==> src/rtl/sclr_pkg.sv <==
// Shared types, constants and register codes of the serial command link.
package sclr_pkg;

	// default sizes
	localparam int DEF_QUEUE_DEPTH  = 8;
	localparam int DEF_REPLY_LENGTH = 5;

	// field and counter widths
	localparam int TICK_W     = 16;
	localparam int CNT_W      = TICK_W + 1;
	localparam int TRY_W      = 4;
	localparam int BYTE_W     = 8;
	localparam int TXP_W      = 3;
	localparam int CFG_IDX_W  = 3;
	localparam int CFG_DATA_W = 16;

	// frame and reply bytes
	localparam logic [BYTE_W-1:0] HDR_BYTE      = 8'h02;
	localparam logic [BYTE_W-1:0] REPLY_HDR     = 8'h82;
	localparam logic [BYTE_W-1:0] STATUS_ID     = 8'hC6;
	localparam logic [BYTE_W-1:0] POWER_ODD     = 8'hE0;
	localparam logic [BYTE_W-1:0] LEN_WITH_DATA = 8'h01;
	localparam int                POWER_BIT     = 7;

	// frame lengths and byte positions within a frame
	localparam logic [TXP_W-1:0] FRAME_LEN_DATA = 3'd5;
	localparam logic [TXP_W-1:0] FRAME_LEN_BARE = 3'd4;
	localparam logic [TXP_W-1:0] TXP_HDR        = 3'd0;
	localparam logic [TXP_W-1:0] TXP_CODE       = 3'd1;
	localparam logic [TXP_W-1:0] TXP_LEN        = 3'd2;
	localparam logic [TXP_W-1:0] TXP_DATA       = 3'd3;

	// register reset values
	localparam logic [TICK_W-1:0] RST_SEND_DELAY    = 16'd350;
	localparam logic [TICK_W-1:0] RST_POLL_INTERVAL = 16'd1100;
	localparam logic [TICK_W-1:0] RST_READY_DELAY   = 16'd3000;
	localparam logic [TICK_W-1:0] RST_REPLY_TIMEOUT = 16'd500;
	localparam logic [TICK_W-1:0] RST_OFFLINE       = 16'd10000;
	localparam logic [TRY_W-1:0]  RST_MAX_TRIES     = 4'd3;
	localparam logic [BYTE_W-1:0] RST_STATUS_CODE   = 8'd0;

	// configuration register indexes
	typedef enum logic [CFG_IDX_W-1:0] {
		REG_SEND_DELAY    = 3'd0,
		REG_POLL_INTERVAL = 3'd1,
		REG_READY_DELAY   = 3'd2,
		REG_REPLY_TIMEOUT = 3'd3,
		REG_OFFLINE       = 3'd4,
		REG_MAX_TRIES     = 3'd5,
		REG_STATUS_CODE   = 3'd6
	} cfg_reg_t;

	// item kinds
	typedef enum logic [1:0] {
		MODE_TICK    = 2'd0,
		MODE_ENQUEUE = 2'd1,
		MODE_TX_REQ  = 2'd2,
		MODE_RX_BYTE = 2'd3
	} mode_t;

	// one queued command
	typedef struct packed {
		logic [BYTE_W-1:0] code;
		logic [BYTE_W-1:0] data;
		logic              has_data;
	} slot_t;

	// input beat
	typedef struct packed {
		mode_t             mode;
		logic [BYTE_W-1:0] cmd_code;
		logic [BYTE_W-1:0] cmd_data;
		logic              has_data;
		logic [BYTE_W-1:0] rx_byte;
	} in_item_t;

	// result beat
	typedef struct packed {
		logic [BYTE_W-1:0] tx_byte;
		logic              tx_valid;
		logic              frame_sent;
		logic              start_send;
		logic              reply_received;
		logic              power_on;
		logic              power_ready;
		logic              offline;
	} result_t;

endpackage

==> src/rtl/sclr_queue.sv <==
// Command ring storage with per-slot valid bits and a prefetched head slot.
module sclr_queue import sclr_pkg::*; #(
	parameter int DEPTH = DEF_QUEUE_DEPTH,
	localparam int PTR_W = $clog2(DEPTH)
) (
	input  logic             clk,
	input  logic             arst_n,
	input  logic             clear,
	input  logic             wr_en,
	input  logic [PTR_W-1:0] wr_addr,
	input  slot_t            wr_slot,
	input  logic [PTR_W-1:0] rd_addr,
	output slot_t            head
);

	slot_t            mem [DEPTH];
	logic [DEPTH-1:0] valid_q;
	logic [DEPTH-1:0] wr_mask;
	slot_t            rd_q;
	logic             rd_valid_q;
	logic             hit_q;
	slot_t            hit_slot_q;

	// one-hot mark of the slot written this cycle
	assign wr_mask = wr_en ? (DEPTH'(1) << wr_addr) : '0;

	// write the slot array, read the next head slot
	always_ff @(posedge clk) begin
		if (wr_en) begin
			mem[wr_addr] <= wr_slot;
		end
		rd_q <= mem[rd_addr];
	end

	// track written slots, drop all on clear
	always_ff @(posedge clk or negedge arst_n) begin
		if (!arst_n) begin
			valid_q    <= '0;
			rd_valid_q <= 1'b0;
			hit_q      <= 1'b0;
			hit_slot_q <= '0;
		end else begin
			valid_q    <= (clear ? '0 : valid_q) | wr_mask;
			rd_valid_q <= !clear && valid_q[rd_addr];
			hit_q      <= wr_en && (wr_addr == rd_addr);
			hit_slot_q <= wr_slot;
		end
	end

	// forward a same-cycle write, unwritten slots read as zero
	assign head = hit_q ? hit_slot_q : (rd_valid_q ? rd_q : '0);

endmodule

==> src/rtl/sclr_skid.sv <==
// Two-entry result buffer between the control logic and the output channel.
module sclr_skid import sclr_pkg::*; (
	input  logic    clk,
	input  logic    arst_n,
	input  logic    push,
	input  result_t din,
	output logic    space,
	output logic    dout_valid,
	input  logic    dout_ready,
	output result_t dout
);

	result_t head_q;
	result_t spare_q;
	logic    head_valid_q;
	logic    spare_valid_q;

	assign space      = !spare_valid_q;
	assign dout_valid = head_valid_q;
	assign dout       = head_q;

	// advance the head when it is free or taken, park a beat otherwise
	always_ff @(posedge clk or negedge arst_n) begin
		if (!arst_n) begin
			head_valid_q  <= 1'b0;
			spare_valid_q <= 1'b0;
			head_q        <= '0;
			spare_q       <= '0;
		end else if (!head_valid_q || dout_ready) begin
			if (spare_valid_q) begin
				head_q        <= spare_q;
				head_valid_q  <= 1'b1;
				spare_valid_q <= 1'b0;
			end else begin
				head_q       <= din;
				head_valid_q <= push;
			end
		end else if (push) begin
			spare_q       <= din;
			spare_valid_q <= 1'b1;
		end
	end

endmodule

==> src/rtl/serial_command_link_with_retry.sv <==
// Top level of the serial command link with retry and status polling.
//
// Input channel (in_valid/in_ready/in_data) carries one event per beat: a
// millisecond tick, a command to queue, a transmitter byte request or a
// received byte. Every accepted beat yields exactly one result beat on the
// output channel (out_valid/out_ready/out_data): the next frame byte, frame
// and reply strobes, and the current power and offline flags.
// Each event is handled combinationally; its result is registered in the
// result buffer, and one beat can be accepted every cycle while the buffer
// has space. The rate rests on the registered update of the queue pointers,
// tick counters and reply buffer, plus the registered read of the head command slot.
// A two-entry result buffer keeps the input open while one result waits; when
// the receiver stalls and both entries fill, in_ready drops until a beat is
// taken. Nothing is lost or repeated under stalls.
// Configuration writes (cfg_valid/cfg_index/cfg_data) are always ready; the user
// must issue them while the link is idle, as the block does not enforce it; indexes
// beyond the list are ignored. Reset (arst_n, asynchronous) loads the register
// defaults, queues one status poll with a send pending, and clears all flags and counters.
module serial_command_link_with_retry import sclr_pkg::*; #(
	parameter int QUEUE_DEPTH  = DEF_QUEUE_DEPTH,
	parameter int REPLY_LENGTH = DEF_REPLY_LENGTH
) (
	input  logic                  clk,
	input  logic                  arst_n,
	input  logic                  in_valid,
	output logic                  in_ready,
	input  in_item_t              in_data,
	output logic                  out_valid,
	input  logic                  out_ready,
	output result_t               out_data,
	input  logic                  cfg_valid,
	output logic                  cfg_ready,
	input  logic [CFG_IDX_W-1:0]  cfg_index,
	input  logic [CFG_DATA_W-1:0] cfg_data
);

	localparam int PTR_W = $clog2(QUEUE_DEPTH);
	localparam int RXW   = $clog2(REPLY_LENGTH);
	localparam logic [PTR_W-1:0] LAST_PTR  = PTR_W'(QUEUE_DEPTH - 1);
	localparam logic [PTR_W-1:0] FIRST_PTR = PTR_W'(1);
	localparam logic [RXW:0]     RLEN      = (RXW + 1)'(REPLY_LENGTH);

	// configuration registers
	logic [TICK_W-1:0] send_delay_q, poll_interval_q, ready_delay_q;
	logic [TICK_W-1:0] reply_timeout_q, offline_ticks_q;
	logic [TRY_W-1:0]  max_tries_q;
	logic [BYTE_W-1:0] status_code_q;

	// link state
	logic [PTR_W-1:0]  wp_q, wp_d, rp_q, rp_d, wp_enq, rp_next;
	logic [BYTE_W-1:0] last_code_q, last_code_d;
	logic              pend_q, pend_d, await_q, await_d, cmpl_q, cmpl_d;
	logic              pw_on_q, pw_on_d, pw_seen_q, pw_seen_d;
	logic              pw_ready_q, pw_ready_d, offline_q, offline_d;
	logic [CNT_W-1:0]  cnt_send_q, cnt_send_d, cnt_poll_q, cnt_poll_d;
	logic [CNT_W-1:0]  cnt_ready_q, cnt_ready_d, cnt_sil_q, cnt_sil_d;
	logic [TICK_W-1:0] cnt_reply_q, cnt_reply_d;
	logic [CNT_W-1:0]  cnt_reply_inc;
	logic [TRY_W-1:0]  try_q, try_d, try_inc;
	logic [TXP_W-1:0]  txpos_q, txpos_d, frame_len;
	logic [RXW-1:0]    rxpos_q, rxpos_d, rx_slot;
	logic [RXW:0]      rx_inc;
	logic [BYTE_W-1:0] rb_q [REPLY_LENGTH];
	logic [BYTE_W-1:0] rb_d [REPLY_LENGTH];
	logic [BYTE_W-1:0] first_byte, frame_sum;

	// queue access
	logic       q_clr, q_we;
	logic [PTR_W-1:0] q_waddr;
	slot_t      q_wslot, head, status_slot;

	logic       in_fire, space;
	result_t    res;

	assign in_fire   = in_valid && in_ready;
	assign in_ready  = space;
	assign cfg_ready = 1'b1;

	assign status_slot = '{code: status_code_q, data: '0, has_data: 1'b0};

	// ring stepping: enqueue never lands on the read slot
	assign rp_next = (rp_q == LAST_PTR) ? '0 : rp_q + FIRST_PTR;
	always_comb begin
		wp_enq = (wp_q == LAST_PTR) ? '0 : wp_q + FIRST_PTR;
		if (wp_enq == rp_q) begin
			wp_enq = wp_q;
		end
	end

	// frame bytes of the head command
	assign frame_len = head.has_data ? FRAME_LEN_DATA : FRAME_LEN_BARE;
	assign frame_sum = HDR_BYTE + head.code + {7'b0, head.has_data};

	// reply capture helpers
	assign rx_slot    = ({1'b0, rxpos_q} >= RLEN) ? '0 : rxpos_q;
	assign rx_inc     = {1'b0, rx_slot} + 1'b1;
	assign first_byte = (rx_slot == '0) ? in_data.rx_byte : rb_q[0];

	assign cnt_reply_inc = {1'b0, cnt_reply_q} + 1'b1;
	assign try_inc       = try_q + 1'b1;

	// next-state and result of one event
	always_comb begin
		wp_d        = wp_q;
		rp_d        = rp_q;
		last_code_d = last_code_q;
		pend_d      = pend_q;
		await_d     = await_q;
		cmpl_d      = cmpl_q;
		pw_on_d     = pw_on_q;
		pw_seen_d   = pw_seen_q;
		pw_ready_d  = pw_ready_q;
		offline_d   = offline_q;
		cnt_send_d  = cnt_send_q;
		cnt_poll_d  = cnt_poll_q;
		cnt_ready_d = cnt_ready_q;
		cnt_sil_d   = cnt_sil_q;
		cnt_reply_d = cnt_reply_q;
		try_d       = try_q;
		txpos_d     = txpos_q;
		rxpos_d     = rxpos_q;
		rb_d        = rb_q;
		q_clr       = 1'b0;
		q_we        = 1'b0;
		q_waddr     = wp_q;
		q_wslot     = status_slot;
		res         = '0;

		if (in_fire) begin
			case (in_data.mode)
				MODE_TICK: begin
					// send delay, or idle poll and ready delay
					if (pend_q) begin
						if (cnt_send_q > {1'b0, send_delay_q}) begin
							pend_d         = 1'b0;
							rxpos_d        = '0;
							cnt_send_d     = '0;
							res.start_send = 1'b1;
						end else begin
							cnt_send_d = cnt_send_q + 1'b1;
						end
						cnt_poll_d = '0;
					end else begin
						if (cnt_poll_q > {1'b0, poll_interval_q}) begin
							cnt_poll_d  = '0;
							q_we        = 1'b1;
							last_code_d = status_code_q;
							wp_d        = wp_enq;
							if (!await_q && !cmpl_q) begin
								pend_d = 1'b1;
							end
						end else begin
							cnt_poll_d = cnt_poll_q + 1'b1;
						end
						if (!pw_ready_q && pw_seen_q) begin
							if (cnt_ready_q > {1'b0, ready_delay_q}) begin
								pw_ready_d  = 1'b1;
								cnt_ready_d = '0;
							end else begin
								cnt_ready_d = cnt_ready_q + 1'b1;
							end
						end else begin
							cnt_ready_d = '0;
						end
						cnt_send_d = '0;
					end

					// silence watchdog: rebuild the queue with one poll
					if (cnt_sil_q > {1'b0, offline_ticks_q}) begin
						q_clr       = 1'b1;
						q_we        = 1'b1;
						q_waddr     = '0;
						last_code_d = status_code_q;
						wp_d        = FIRST_PTR;
						rp_d        = '0;
						offline_d   = 1'b1;
						await_d     = 1'b0;
						cmpl_d      = 1'b0;
						pend_d      = 1'b1;
						pw_on_d     = 1'b0;
						pw_seen_d   = 1'b0;
						pw_ready_d  = 1'b0;
						txpos_d     = '0;
						cnt_reply_d = '0;
						cnt_sil_d   = '0;
					end else begin
						cnt_sil_d = cnt_sil_q + 1'b1;
					end

					// finished reply: decode and move to the next command
					if (!await_d && cmpl_d) begin
						offline_d = 1'b0;
						cnt_sil_d = '0;
						if (rb_q[1] == STATUS_ID && last_code_d == status_code_q) begin
							if (rb_q[3][POWER_BIT]) begin
								pw_on_d = 1'b1;
								if (!pw_seen_q && rb_q[3] != POWER_ODD) begin
									pw_seen_d  = 1'b1;
									pw_ready_d = 1'b0;
								end
							end else begin
								pw_on_d    = 1'b0;
								pw_seen_d  = 1'b0;
								pw_ready_d = 1'b0;
							end
						end
						rp_d = rp_next;
						if (rp_next != wp_d) begin
							pend_d = 1'b1;
						end
						cmpl_d = 1'b0;
					end else if (await_d) begin
						// reply timeout: resend or drop
						if (cnt_reply_inc > {1'b0, reply_timeout_q}) begin
							cnt_reply_d = '0;
							if (try_inc >= max_tries_q) begin
								try_d = '0;
								if (rp_q == wp_d) begin
									await_d = 1'b0;
									cmpl_d  = 1'b0;
								end else begin
									rp_d = rp_next;
									if (rp_next != wp_d) begin
										pend_d  = 1'b1;
										await_d = 1'b0;
									end
								end
							end else begin
								try_d   = try_inc;
								pend_d  = 1'b1;
								await_d = 1'b0;
							end
						end else begin
							cnt_reply_d = cnt_reply_inc[TICK_W-1:0];
						end
					end
				end

				MODE_ENQUEUE: begin
					q_we        = 1'b1;
					q_wslot     = '{code: in_data.cmd_code, data: in_data.cmd_data,
						has_data: in_data.has_data};
					last_code_d = in_data.cmd_code;
					wp_d        = wp_enq;
					if (!await_q && !cmpl_q) begin
						pend_d = 1'b1;
					end
				end

				MODE_TX_REQ: begin
					if (txpos_q >= frame_len) begin
						// frame done: open the reply window
						for (int i = 0; i < REPLY_LENGTH; i++) begin
							rb_d[i] = '0;
						end
						await_d        = 1'b1;
						txpos_d        = '0;
						rxpos_d        = '0;
						cnt_reply_d    = '0;
						res.frame_sent = 1'b1;
					end else begin
						case (txpos_q)
							TXP_HDR:  res.tx_byte = HDR_BYTE;
							TXP_CODE: res.tx_byte = head.code;
							TXP_LEN:  res.tx_byte = head.has_data ? LEN_WITH_DATA : '0;
							TXP_DATA: res.tx_byte = head.has_data ? head.data : frame_sum;
							default:  res.tx_byte = frame_sum + head.data;
						endcase
						res.tx_valid = 1'b1;
						txpos_d      = txpos_q + 1'b1;
					end
				end

				MODE_RX_BYTE: begin
					// collect reply bytes, resync until the header shows up
					if (await_q) begin
						rb_d[rx_slot] = in_data.rx_byte;
						rxpos_d       = rx_slot;
						if (first_byte == REPLY_HDR) begin
							if (rx_inc >= RLEN) begin
								cmpl_d             = 1'b1;
								await_d            = 1'b0;
								rxpos_d            = '0;
								try_d              = '0;
								res.reply_received = 1'b1;
							end else begin
								rxpos_d = rx_inc[RXW-1:0];
							end
						end
					end
				end

				default: ;
			endcase
		end

		res.power_on    = pw_on_d;
		res.power_ready = pw_ready_d;
		res.offline     = offline_d;
	end

	// configuration registers
	always_ff @(posedge clk or negedge arst_n) begin
		if (!arst_n) begin
			send_delay_q    <= RST_SEND_DELAY;
			poll_interval_q <= RST_POLL_INTERVAL;
			ready_delay_q   <= RST_READY_DELAY;
			reply_timeout_q <= RST_REPLY_TIMEOUT;
			offline_ticks_q <= RST_OFFLINE;
			max_tries_q     <= RST_MAX_TRIES;
			status_code_q   <= RST_STATUS_CODE;
		end else if (cfg_valid && cfg_ready) begin
			case (cfg_reg_t'(cfg_index))
				REG_SEND_DELAY:    send_delay_q    <= cfg_data;
				REG_POLL_INTERVAL: poll_interval_q <= cfg_data;
				REG_READY_DELAY:   ready_delay_q   <= cfg_data;
				REG_REPLY_TIMEOUT: reply_timeout_q <= cfg_data;
				REG_OFFLINE:       offline_ticks_q <= cfg_data;
				REG_MAX_TRIES:     max_tries_q     <= cfg_data[TRY_W-1:0];
				REG_STATUS_CODE:   status_code_q   <= cfg_data[BYTE_W-1:0];
				default: ;
			endcase
		end
	end

	// link state registers
	always_ff @(posedge clk or negedge arst_n) begin
		if (!arst_n) begin
			wp_q        <= FIRST_PTR;
			rp_q        <= '0;
			last_code_q <= RST_STATUS_CODE;
			pend_q      <= 1'b1;
			await_q     <= 1'b0;
			cmpl_q      <= 1'b0;
			pw_on_q     <= 1'b0;
			pw_seen_q   <= 1'b0;
			pw_ready_q  <= 1'b0;
			offline_q   <= 1'b0;
			cnt_send_q  <= '0;
			cnt_poll_q  <= '0;
			cnt_ready_q <= '0;
			cnt_sil_q   <= '0;
			cnt_reply_q <= '0;
			try_q       <= '0;
			txpos_q     <= '0;
			rxpos_q     <= '0;
			for (int i = 0; i < REPLY_LENGTH; i++) begin
				rb_q[i] <= '0;
			end
		end else begin
			wp_q        <= wp_d;
			rp_q        <= rp_d;
			last_code_q <= last_code_d;
			pend_q      <= pend_d;
			await_q     <= await_d;
			cmpl_q      <= cmpl_d;
			pw_on_q     <= pw_on_d;
			pw_seen_q   <= pw_seen_d;
			pw_ready_q  <= pw_ready_d;
			offline_q   <= offline_d;
			cnt_send_q  <= cnt_send_d;
			cnt_poll_q  <= cnt_poll_d;
			cnt_ready_q <= cnt_ready_d;
			cnt_sil_q   <= cnt_sil_d;
			cnt_reply_q <= cnt_reply_d;
			try_q       <= try_d;
			txpos_q     <= txpos_d;
			rxpos_q     <= rxpos_d;
			rb_q        <= rb_d;
		end
	end

	// command ring with head prefetch at the next read slot
	sclr_queue #(
		.DEPTH (QUEUE_DEPTH)
	) u_queue (
		.clk     (clk),
		.arst_n  (arst_n),
		.clear   (q_clr),
		.wr_en   (q_we),
		.wr_addr (q_waddr),
		.wr_slot (q_wslot),
		.rd_addr (rp_d),
		.head    (head)
	);

	// result buffer
	sclr_skid u_skid (
		.clk        (clk),
		.arst_n     (arst_n),
		.push       (in_fire),
		.din        (res),
		.space      (space),
		.dout_valid (out_valid),
		.dout_ready (out_ready),
		.dout       (out_data)
	);

`ifndef SYNTH
	// a finished frame always opens the reply window
	a_frame_opens_wait: assert property (@(posedge clk) disable iff (!arst_n)
		(in_fire && res.frame_sent) |=> await_q)
		else $error("reply wait not open after frame end");

	// a full reply closes the window and rewinds the capture position
	a_reply_closes_wait: assert property (@(posedge clk) disable iff (!arst_n)
		(in_fire && res.reply_received) |=> (!await_q && cmpl_q && rxpos_q == '0))
		else $error("reply completion state wrong");

	// queueing a command never leaves the write slot on the read slot
	a_enqueue_keeps_gap: assert property (@(posedge clk) disable iff (!arst_n)
		(in_fire && in_data.mode == MODE_ENQUEUE) |=> (wp_q != rp_q))
		else $error("write pointer met read pointer after enqueue");

	// input back-pressure only with a result on show
	a_stall_has_result: assert property (@(posedge clk) disable iff (!arst_n)
		!in_ready |-> out_valid)
		else $error("input stalled with no pending result");
`endif

endmodule

==> config.mk <==
export PLATFORM = sky130hd
export DESIGN_NAME = serial_command_link_with_retry
export DESIGN_NICKNAME = d
export VERILOG_FILES = /design/src/rtl/sclr_pkg.sv /design/src/rtl/sclr_queue.sv /design/src/rtl/sclr_skid.sv /design/src/rtl/serial_command_link_with_retry.sv
export SDC_FILE = /design/constraint.sdc
export NUM_CORES = 1
export LEC_CHECK = 0
export BUFFER_PORTS_ARGS = -buffer_cell sky130_fd_sc_hd__buf_2
export CORE_MARGIN = 10
export CORE_UTILIZATION = 30
export DETAILED_ROUTE_END_ITERATION = 10
export SETUP_SLACK_MARGIN = 0.3
export SYNTH_ARGS = -nofsm -noshare
export SYNTH_HDL_FRONTEND = slang
export SYNTH_HIERARCHICAL = 1
export SYNTH_SLANG_ARGS = --single-unit
==> constraint.sdc <==
create_clock -name clk -period 5.19 [get_ports clk]
set_input_delay 0.2595 -clock clk [delete_from_list [all_inputs] [get_ports clk]]
set_output_delay 0.2595 -clock clk [all_outputs]
set_load 0.05 [all_outputs]
# After elaboration in Yosys (flattened, before gate mapping)
# Memory sizes are Yosys's and may differ from the RTL's. A register that Yosys moved wholly into a read port is not among the register bits.
# Index checks and enable logic that the tools add are counted.
# Widths: inputs -> output; s select.
# classes
n_eq_ne	33
reduce_logical	47
n_lt_le_gt_ge	12
shifts	1
addsub	13
bitwise	4
n_mux	167
# ops
operator	count
$mux 17	12
$gt 17x16->1	5
$mux 1	84
$mux 3	28
$mux 16	5
$mux 40	2
$mux 8	10
$pmux 40 s2	1
$add 17x1->17 const B	4
$bwmux 40	1
$pmux 16 s2	1
$pmux 8 s4	1
$mux 4	7
$demux 8 s3	1
$ne 2x2->1 const B	11
$reduce_and 2->1	10
$add 16x1->17 const B	1
$eq 8x8->1 const B	2
$pmux 8 s2	1
$eq 3x3->1 const B	5
$mux 15	1
$reduce_and 3->1	5
$eq 3x2->1 const B	4
$mux 12	1
43 further kinds	74
# totals
ram_bits	136
out_inout_bits	18
ff_bits	306
in_bits	51
mem_count	1
wordCells	332
# memory_table
name	words	width	rd	rd_ports_with_merged_regs	wr	line	text
u_queue.mem	8	17	1	1	1	sclr_queue.sv:16	slot_t mem [DEPTH];

# Depth between registers and ports, before layout
# logic_depth
ltp_word	20
ltp_mapped	23
depth_no_buf	21

# Modules after synthesis
# The synthesis kept the hierarchy.
# by_module_without_submodules
module	seq_area_each_um2	cells_each	instances	area_per_inst_um2
serial_command_link_with_retry	5820.6	1559	1	14044.7
sclr_queue	5099.9	299	1	6647.6
sclr_skid	800.8	88	1	1455.1

# Least setup slack after synthesis
# Ideal clock, no wire load.
# synth_path
kind	register -> register
start	register cnt_reply_q[0]
end	register, netlist name u_queue/rd_q[10]
stages_incl_launch_ff	21
arrival_time_ps	4748
n_path_buf	1
required_time_ps	5069
setup_ps	121
path_slack_ps	321
period_less_slack_ps	4869
cell_sequence	dfrtp_1 -> ha_1 -> and3_1 -> and3_1 -> nand2_1 -> nor2_1 -> nand3_1 -> xnor2_1 -> ha_1 -> and4_1 -> nand3_1 -> a21oi_1 -> a311o_1 -> o31ai_1 -> o21ai_1 -> and2_1 -> a31oi_4 -> o41ai_1 -> buf_2 -> mux4_1 -> mux2_4
# synth_between
elab_chain_cells	7
# synth_lines
element	line	text
start, declared	serial_command_link_with_retry.sv:57	logic [TICK_W-1:0] cnt_reply_q, cnt_reply_d;
start signal, assigned	serial_command_link_with_retry.sv:365	cnt_reply_q <= cnt_reply_d;
$add 16x1->17	serial_command_link_with_retry.sv:99	assign cnt_reply_inc = {1'b0, cnt_reply_q} + 1'b1;
$gt 17x16->1	serial_command_link_with_retry.sv:214	if (cnt_reply_inc > {1'b0, reply_timeout_q}) begin
$mux 3	serial_command_link_with_retry.sv:214	
$mux 3	serial_command_link_with_retry.sv:212	end else if (await_d) begin
$mux 3	serial_command_link_with_retry.sv:191	if (!await_d && cmpl_d) begin
$mux 3	serial_command_link_with_retry.sv:130	case (in_data.mode)
$mux 3	serial_command_link_with_retry.sv:129	if (in_fire) begin
named net rp_d[0]	serial_command_link_with_retry.sv:50	logic [PTR_W-1:0] wp_q, wp_d, rp_q, rp_d, wp_enq, rp_next;
# The timed path passes the listed nets, and every way through them passes these cells.
# A chain may end at the register's enable or synchronous reset.

# Worst setup path after layout
# layout_path
start	register cnt_reply_q[0]
end	register, netlist name u_queue/rd_q[1]
# layout_between
elab_chain_cells	7
# layout_lines
element	line
$add 16x1->17	serial_command_link_with_retry.sv:99
$gt 17x16->1	serial_command_link_with_retry.sv:214
$mux 3	serial_command_link_with_retry.sv:214
$mux 3	serial_command_link_with_retry.sv:212
$mux 3	serial_command_link_with_retry.sv:191
$mux 3	serial_command_link_with_retry.sv:130
$mux 3	serial_command_link_with_retry.sv:129
named net rp_d[0]	serial_command_link_with_retry.sv:50
# The timed path passes the listed nets, and every way through them passes these cells.

==> metrics <==
max-cap viol count=0; Multi-input gate area=9720 um^2; Netlist Area Pre-Place=22,100 um^2; Peak Freq=210 MHz; Power Internal=6620 uW; Routed wire per std cell=18.4 um; via count=15,600; CTS Buffer Depth=3; via/cell ratio=5.07; crit path launch type=flip-flop; Sw Pwr=2640 uW; most frequent cell after synthesis=dfrtp_1; Sw Ratio=0.285; final clock skew=0.0492 ns; number of flops mapped to enable cells by yosys=136; Post-Synth Adder-Cell Area=0.0636; core box area=73,100 um^2; Synth area leaders=dfrtp_1 29%, edfxtp_1 18%, ha_1 6.3%; die height=292 um; HPWL Detailed=38.3 mm; pin slew with the least headroom to its limit=1.32 ns; layout cell share with drive strength beyond 1=0.193; Initial Utilization=0.303; post-synth top area share=0.292; Synth Register Bits=443; Async S/R FF share, synth=0.655; post-synthesis simple-gate area fraction=0.117; pwr dens=358 nW/um^2; critical path type=reg2reg; first-pass GRT wire length=89.5 mm; largest net degree at the start of global routing=111; Clock Pin Slew Worst Setup and Hold Paths=0.06 ns; Max Fanout on Critical Path=5; Mapped Nets=2,109; die area=85,100 um^2; CTS Buf Count=47; Final period util=0.916; DR pass1 iterations=5; Avg Cell Area, Syn=11.4 um^2; Core Util, Final=0.354; Hold Slack=0.0246 ns; WL final=56.5 mm; Max-slew headroom=0.119; final number of setup-violating endpoints=0; Non-Filler Instances=3,073; RSZ-0062 raised after global routing=no; Post-Synth XOR/XNOR Area=0.0229; commonest cells in the netlist=258 x dfrtp_1, 209 x nand2_1, 167 x o21ai_0, 136 x edfxtp_1, 122 x inv_1; Yosys warning count=6; logic gate share of total power=0.177; minimum clock period=4.75 ns; Detail Route Antenna Nets=0; die width=292 um; Worst Path Arrival=5.25 ns; Hold Vio Cnt, Final=0; routability cong.=0.847; Hold WC Path Type=in2reg; Worst IR Drop VDD=0.281 mV; Global Route Usage Sum=0.130; latest clock arrival within the worst-skew pair=0.61 ns; post-synthesis sequential area ratio=0.529; Port Buf Inserts=67; Post-Place Cell Area=23,700 um^2; Flop pwr share=0.454; Final nets=2,234; Ports=69; Clock Tree Root=clkbuf_16; Leakage=0.0111 uW; Post-Place Cells=2,938; Synth Flop Type=dfrtp_1; Post-route DRC=0; Clock Sink Count=443; CTS H-tree lvls=2; Final Max Tran Viols=0; antenna violations before repair=6; design area=25,900 um^2; cell count after synthesis=1,946; Layout Area Growth over Synthesis=16.7%; Clock power frac=0.370; initial drt markers=1,115; main combinational cell family by area after synthesis=compound AO/OA/AOI/OAI gates; Synth Area in Compound Gates=0.131; Overflow after GRT=0; Synth area leader=dfrtp_1; number of global-route vias before repair=15,700; CTS tree=yes; mux share of post-synthesis cell area=0.0973; status=finished, final reports clean; Layout fillers=7,138; Rows=99; CP Capture Type=flip-flop; flop2flop setup slack=0.44 ns; FF+latch area=11,700 um^2; CP required=5.69 ns; Distinct cells, synth=82; Setup TNS Final=0 ns
[placed cells by master (no fill, tap or decap), drive strengths merged, types with 15 or more instances in the layout]
master / synthesis / layout
a21oi: 64 / 64
clkbuf: 58 / 61
nand3: 56 / 56
nor2: 85 / 85
inv: 122 / 125
o31ai: 15 / 15
dfrtp: 258 / 258
a21o: 31 / 31
xor2: 33 / 33
a31oi: 17 / 17
and3: 62 / 62
mux4: 35 / 35
nand2b: 28 / 28
dfxtp: 17 / 17
nand2: 209 / 209
mux2: 104 / 104
dlygate4sd3: 0 / 23
o21ai: 196 / 196
dfstp: 32 / 32
xnor2: 25 / 25
clkinv: 1 / 19
buf: 21 / 131
a22o: 50 / 50
ha: 111 / 111
edfxtp: 136 / 136
nor3: 24 / 24
[critical path, cell delays in order, from the launching register on]
cell and delay (ns):
dfrtp_1 0.38, ha_2 0.21, and3_4 0.21, and3_4 0.21
nand2_1 0.07, nor2_2 0.13, nand3_2 0.13, nor2_2 0.16
xor2_1 0.22, ha_1 0.30, nand3_2 0.11, a21oi_2 0.06
a311o_1 0.32, o31ai_1 0.20, buf_4 0.16, o21ai_2 0.07
and2_4 0.18, nand4_1 0.13, nand3_2 0.11, o41ai_4 0.10
bufbuf_16 0.35, mux4_1 0.58, mux2_4 0.28
[what timing repair did]
| item | in CTS | in global routing |
|---|---|---|
| buffers inserted | 8 | 8 |
| hold buffers | 23 | 0 |
| resized for setup | 20 | 12 |
| setup endpoints to repair | 18 | 19 |
| hold endpoints to repair | 142 | 0 |
| pin swaps | 3 | 8 |
| cloned | 4 | 0 |
[layout make-up]
| cell class | instances | share of cell area |
|---|---|---|
| Inverter | 123 | 0.0179 |
| Clock inverter | 27 | 0.0114 |
| Tap cell | 959 | 0.0464 |
| Multi-Input combinational cell | 1301 | 0.376 |
| Sequential cell | 443 | 0.453 |
| Clock buffer | 61 | 0.0498 |
| Timing Repair Buffer | 155 | 0.0446 |
| Antenna cell | 4 | 0.000387 |
[stage by stage]
stage / total power [uW] / worst slack [ns]
global route: 9740 / 0.269
finish: 9260 / 0.436
global placement: 5770 / 0.206
floorplan: 5330 / 0.321
CTS: 9330 / 0.314
detailed placement: 5830 / 0.0527
[kinds of logic after synthesis]
family,after synthesis
buffers and inverters,202
DFF,443
muxes,142
and+or+nand+nor,535
adders and majority gates,112
AOI/OAI and AO/OA,453
other,1
xor gates and xnor gates,58
[registers in the layout (all words and copies together), names as in the netlist, 16 cells and up]
| register | count |
|---|---|
| ready_delay_q | 16 |
| cnt_send_q | 17 |
| cnt_poll_q | 17 |
| reply_timeout_q | 16 |
| u_queue/mem | 136 |
| poll_interval_q | 16 |
| cnt_sil_q | 17 |
| cnt_reply_q | 16 |
| rb_q | 24 |
| u_queue/rd_q | 17 |
| u_queue/hit_slot_q | 17 |
| cnt_ready_q | 17 |
| offline_ticks_q | 16 |
| send_delay_q | 16 |
[power by group through the flow]
stage	Combinational [uW]	Clock [uW]	Sequential, uW
after floorplan	1130	0	4200
after global placement	1510	0	4250
after detailed placement	1560	0	4270
after CTS	1620	3510	4200
after global routing	1840	3650	4240
final	1640	3420	4200
[worst paths after layout]
path,startpoint,to,depth (start not counted)
min in group asynchronous,arst_n,offline_ticks_q[6],2
max in group asynchronous,arst_n,poll_interval_q[15],3
hold reg to reg,u_queue/valid_q[0],u_queue/valid_q[0],1
hold / removal,in_data[20],last_code_q[3],3
setup / recovery,cnt_reply_q[0],u_queue/rd_q[1],22
setup reg to reg,cnt_reply_q[0],u_queue/rd_q[1],22
[per-layer routing]
layer	share of wire	track usage
met1	0.44	0.167
met2	0.49	0.219
met3	0.045	0.0219
met4	0.029	0.0446
met5	0.00025	0
Note: power is estimated with default switching activity, not from simulation.
